$ cat src/rtl/core/fldc_pkg.sv
package fldc_pkg;

  localparam logic [7:0] START_BYTE   = 8'h7E;
  localparam logic [8:0] LEN_OVERHEAD = 9'd2;
  localparam logic [8:0] MIN_FRAME    = 9'd6;

  localparam int unsigned CFG_IDX_W  = 3;
  localparam int unsigned CFG_DATA_W = 9;

  typedef enum logic [CFG_IDX_W-1:0] {
    REG_MAX_FRAME_LEN  = 3'd0,
    REG_SETTINGS_TYPE  = 3'd1,
    REG_CONFIGURATION  = 3'd2,
    REG_SETTINGS04     = 3'd3,
    REG_FILTER_CYCLES  = 3'd4,
    REG_INFORMATION    = 3'd5
  } reg_idx_t;

  typedef enum logic [1:0] {
    PH_HUNT = 2'd0,
    PH_LEN  = 2'd1,
    PH_BODY = 2'd2
  } phase_t;

  typedef enum logic [2:0] {
    KIND_CONFIG     = 3'd0,
    KIND_SETTINGS04 = 3'd1,
    KIND_FILTER     = 3'd2,
    KIND_INFO       = 3'd3,
    KIND_UNKNOWN    = 3'd4,
    KIND_OTHER      = 3'd5
  } kind_t;

  typedef enum logic {
    ACT_FORWARD = 1'b0,
    ACT_CACHE   = 1'b1
  } action_t;

  typedef struct packed {
    logic [8:0] max_frame_len;
    logic [7:0] settings_type_code;
    logic [7:0] configuration_code;
    logic [7:0] settings04_code;
    logic [7:0] filter_cycles_code;
    logic [7:0] information_code;
  } cfg_t;

  typedef struct packed {
    logic [7:0] rx_byte;
    logic       end_of_buffer;
    logic [3:0] fresh_mask;
  } rx_word_t;

  typedef struct packed {
    action_t    action;
    kind_t      kind;
    logic [8:0] frame_len;
    logic [7:0] type_byte;
    logic [7:0] subtype_byte;
  } verdict_t;

endpackage

$ cat src/rtl/core/fldc_cfg_regs.sv
module fldc_cfg_regs (
  input  logic                           clk,
  input  logic                           rst,
  input  logic                           cfg_we,
  input  logic [fldc_pkg::CFG_IDX_W-1:0] cfg_index,
  input  logic [fldc_pkg::CFG_DATA_W-1:0] cfg_data,
  output fldc_pkg::cfg_t                 cfg
);

  always_ff @(posedge clk) begin
    if (rst) begin
      cfg.max_frame_len      <= 9'd128;
      cfg.settings_type_code <= 8'd34;
      cfg.configuration_code <= 8'd0;
      cfg.settings04_code    <= 8'd4;
      cfg.filter_cycles_code <= 8'd1;
      cfg.information_code   <= 8'd2;
    end else if (cfg_we) begin
      unique case (fldc_pkg::reg_idx_t'(cfg_index))
        fldc_pkg::REG_MAX_FRAME_LEN: cfg.max_frame_len      <= cfg_data;
        fldc_pkg::REG_SETTINGS_TYPE: cfg.settings_type_code <= cfg_data[7:0];
        fldc_pkg::REG_CONFIGURATION: cfg.configuration_code <= cfg_data[7:0];
        fldc_pkg::REG_SETTINGS04:    cfg.settings04_code    <= cfg_data[7:0];
        fldc_pkg::REG_FILTER_CYCLES: cfg.filter_cycles_code <= cfg_data[7:0];
        fldc_pkg::REG_INFORMATION:   cfg.information_code   <= cfg_data[7:0];
        default: ;
      endcase
    end
  end

endmodule

$ cat config.mk
export PLATFORM = sky130hd
export DESIGN_NAME = fldc_cfg_regs
export DESIGN_NICKNAME = d
export VERILOG_FILES = /design/src/rtl/core/fldc_pkg.sv /design/src/rtl/core/fldc_cfg_regs.sv
export SDC_FILE = /design/constraint.sdc
export NUM_CORES = 1
export LEC_CHECK = 0
export BUFFER_PORTS_ARGS = -buffer_cell sky130_fd_sc_hd__buf_2
export CELL_PAD_IN_SITES_DETAIL_PLACEMENT = 2
export CELL_PAD_IN_SITES_GLOBAL_PLACEMENT = 2
export CORE_MARGIN = 2
export CORE_UTILIZATION = 33
export DETAILED_ROUTE_END_ITERATION = 12
export GPL_TIMING_DRIVEN = 0
export MAX_ROUTING_LAYER = met4
export PLACE_DENSITY_LB_ADDON = 0.1
export SYNTH_ARGS = -nofsm -noshare
export SYNTH_HDL_FRONTEND = slang
export SYNTH_SLANG_ARGS = --single-unit
$ cat constraint.sdc
create_clock -name clk -period 3 [get_ports clk]
set_input_delay 0.3 -clock clk [delete_from_list [all_inputs] [get_ports clk]]
set_output_delay 0.3 -clock clk [all_outputs]
set_load 0.02 [all_outputs]
==> flow_metrics.py <==
metrics = {
    "setup_path": {
        "cpLargestDelayFamily": "flip-flops",
        "rrSetupSlack_ns": 2.37,
        "r2r-end": "cfg[25]",
        "end_kind": "output pin",
        "path_buf_inv": 1,
        "crit_path_start_kind": "register",
        "crit_required_ns": 2.70,
        "path_class": "register to output pin",
        "critPathArrivalTime_ns": 0.83,
        "path_cells": "buf_2",
        "cp_slowest_cell": "dfxtp_1",
        "cp_slowest_stage_delay_ns": 0.36,
        "worstPathMaxFanout": 2,
        "worstRegToRegCells": 2,
        "r2r_start": "cfg[25]",
    },
    "cells_and_area": {
        "fin_nets": 267,
        "regMostFlops": "cfg",
        "diodes": 0,
        "final-seq-area_um2": 981,
        "syn2layout_area_growth_pct": 24.9,
        "largest_reg_flops": 49,
        "reg.largest.list": "cfg x49",
        "n_fill_cell": 675,
        "drive_gt1_share_pct": 31.0,
        "multiInputGateArea_um2": 952,
    },
    "clock_network": {
        "cts_resized": 0,
        "cts_sinks": 49,
        "htree_levels": 2,
        "tritoncts": "yes",
        "post_cts_buffers": 0,
        "cts_root_buffer": "clkbuf_8",
        "numCtsBuffers": 5,
        "worstSkewPairLatency_ns": 0.30,
        "clock_path_buffers": 2,
        "clk_pin_slew_ns": 0.08,
        "ctsHoldBuffers": 0,
    },
    "placed_design": {
        "gp_congestion": 0.688,
        "io_buffers": 63,
        "place_hpwl_um": 3820,
        "dp_slack_ns": 1.56,
    },
    "power": {
        "p_per_area_nw_per_um2": 477,
        "switching_share_pct": 24.4,
        "comb_power_share_pct": 10.0,
        "ir_drop_v": 0.000222,
        "p_leak_uw": 0.00127,
        "p_sw_uw": 290,
        "internal_power_uw": 897,
        "total_power_uw": 1190,
        "p_clk_share_pct": 33.4,
        "p_seq_share_pct": 56.6,
    },
    "synth": {
        "yosysUniqueCellTypes": 12,
        "synth_nets": 197,
        "yosysSeqAreaShare_pct": 49.2,
        "synth_top_cell_area_share_pct": 49.2,
        "synthTopCellsByArea": "dfxtp_1, mux2i_1, nand2b_1, nor2_1, nand4bb_1",
        "yosys_warnings": 0,
        "syn_inst": 182,
        "avgSynthCellArea_um2": 11.0,
        "netlist_area_um2": 1990,
        "synth_largest_area_cell": "dfxtp_1",
        "ys_ff_latch": 49,
    },
    "worst_hold_path": {
        "hold_path.class": "input pin to register",
        "hp-start": "cfg_data[8]",
        "holdPathStages": 3,
        "worstHoldEndpoint": "cfg[48]",
    },
    "route": {
        "routed_wl_um": 5200,
        "routed.top_layer": "met4",
        "drc_errors": 0,
        "wl_met1_um": 2390,
        "wl_per_cell_um": 15.9,
        "first_iter_violations": 40,
        "routed_via_density": 4.86,
        "met2WireLength_um": 2500,
        "wl_met3_um": 251,
        "num_vias": 1589,
        "detail-route-antenna-nets": 0,
        "first_pass_iters": 4,
    },
    "grt": {
        "grt_pass1_wl_um": 8290,
        "grt_usage_pct": 17.2,
        "grt_max_degree": 14,
        "grt_antenna_before_repair": 0,
        "grt-ovfl-total": 0,
        "grt_pass1_vias": 1568,
    },
    "status": {
        "outcome": "finished clean",
    },
    "die": {
        "die_h_um": 81.7,
        "core_um2": 5890,
        "die-area_um2": 6680,
        "dieWidth_um": 81.7,
        "pin_count": 64,
        "floorplan.initialDensity_pct": 33.9,
        "core.rowCount": 28,
    },
    "sta": {
        "fin_crit_ns": 1.13,
        "tns_ns": 0,
        "fmax_mhz": 884,
        "min_period_over_period_pct": 37.7,
        "slew_headroom_pct": 54.5,
        "hold_viol_final": 0,
        "tightest_slew_ns": 0.673,
        "clock_skew_ns": 0,
        "rsz0062_at_grt": "false",
        "fin_ws_ns": 1.87,
        "setup_viol": 0,
        "drv_slew": 0,
    },
    "job": {
        "max_cap_viol_count": 0,
    },
}
final cells by class:
cell class	count	area share, %
well taps	75	3.77
plain buffers	12	2.41
clock buffers	7	3.47
multi-input cells	121	38.3
repair buffers	63	12.7
flip-flops and latches	49	39.4
per-layer routing:
metal | GRT usage [%] | vias up
li1 | - | 750
met1 | 21.8 | 793
met2 | 27.6 | 40
met3 | 3.96 | 6
met4 | 5.00 | 0
met5 | - | -
cell usage after synthesis, drive strengths merged:
master,count
dfxtp,49
nor2,11
and4bb,2
nand4b,2
or4b,1
buf,7
mux2i,49
nor4b,1
nand2b,52
nand4bb,3
clkbuf,5
how the worst max path moves through the flow:
stage / from / endpoint / slack [ns] / depth (start not counted)
finish: cfg[26] / cfg[26] / 1.87 / 1
global placement: cfg_index[1] / cfg[48] / 1.59 / 3
global route: cfg_index[1] / cfg[48] / 1.80 / 3
detailed placement: cfg_index[1] / cfg[48] / 1.56 / 3
CTS: cfg[26] / cfg[26] / 1.85 / 1
floorplan: cfg_index[1] / cfg[43] / 1.79 / 3
stage by stage:
stage | std cells | hold WS [ns] | utilization (%) | cell area, µm²
3_3_place_gp | 320 | 0.462 | 40.8 | 2400
5_1_grt | 327 | 0.282 | 42.3 | 2490
6_report | 327 | 0.270 | 42.3 | 2490
2_1_floorplan | 182 | 0.455 | - | 1990
3_5_place_dp | 320 | 0.469 | 40.8 | 2400
4_1_cts | 327 | 0.267 | 42.3 | 2490
logic make-up after synthesis:
kind of cell	Yosys count	synth area share, %
and+or+nand+nor	72	23.2
muxes	49	24.6
DFF	49	49.2
buffers and inverters	12	3.01
power by group through the flow:
stage	clock network, µW	registers [µW]	logic [µW]
finish	396	672	119
global route	434	674	130
CTS	412	672	121
detailed placement	0	687	121
global placement	0	687	120
floorplan	0	704	55.0
cell usage in the layout (no fill, tap or decap):
| cell | count |
|---|---|
| and4bb_2 | 2 |
| buf_2 | 69 |
| buf_6 | 1 |
| clkbuf_1 | 6 |
| clkbuf_8 | 6 |
| dfxtp_1 | 49 |
| mux2i_1 | 49 |
| nand2b_1 | 52 |
| nand4b_1 | 2 |
| nand4bb_1 | 3 |
| nor2_1 | 11 |
| nor4b_1 | 1 |
| or4b_1 | 1 |
Note: power is estimated with default switching activity, not from simulation.
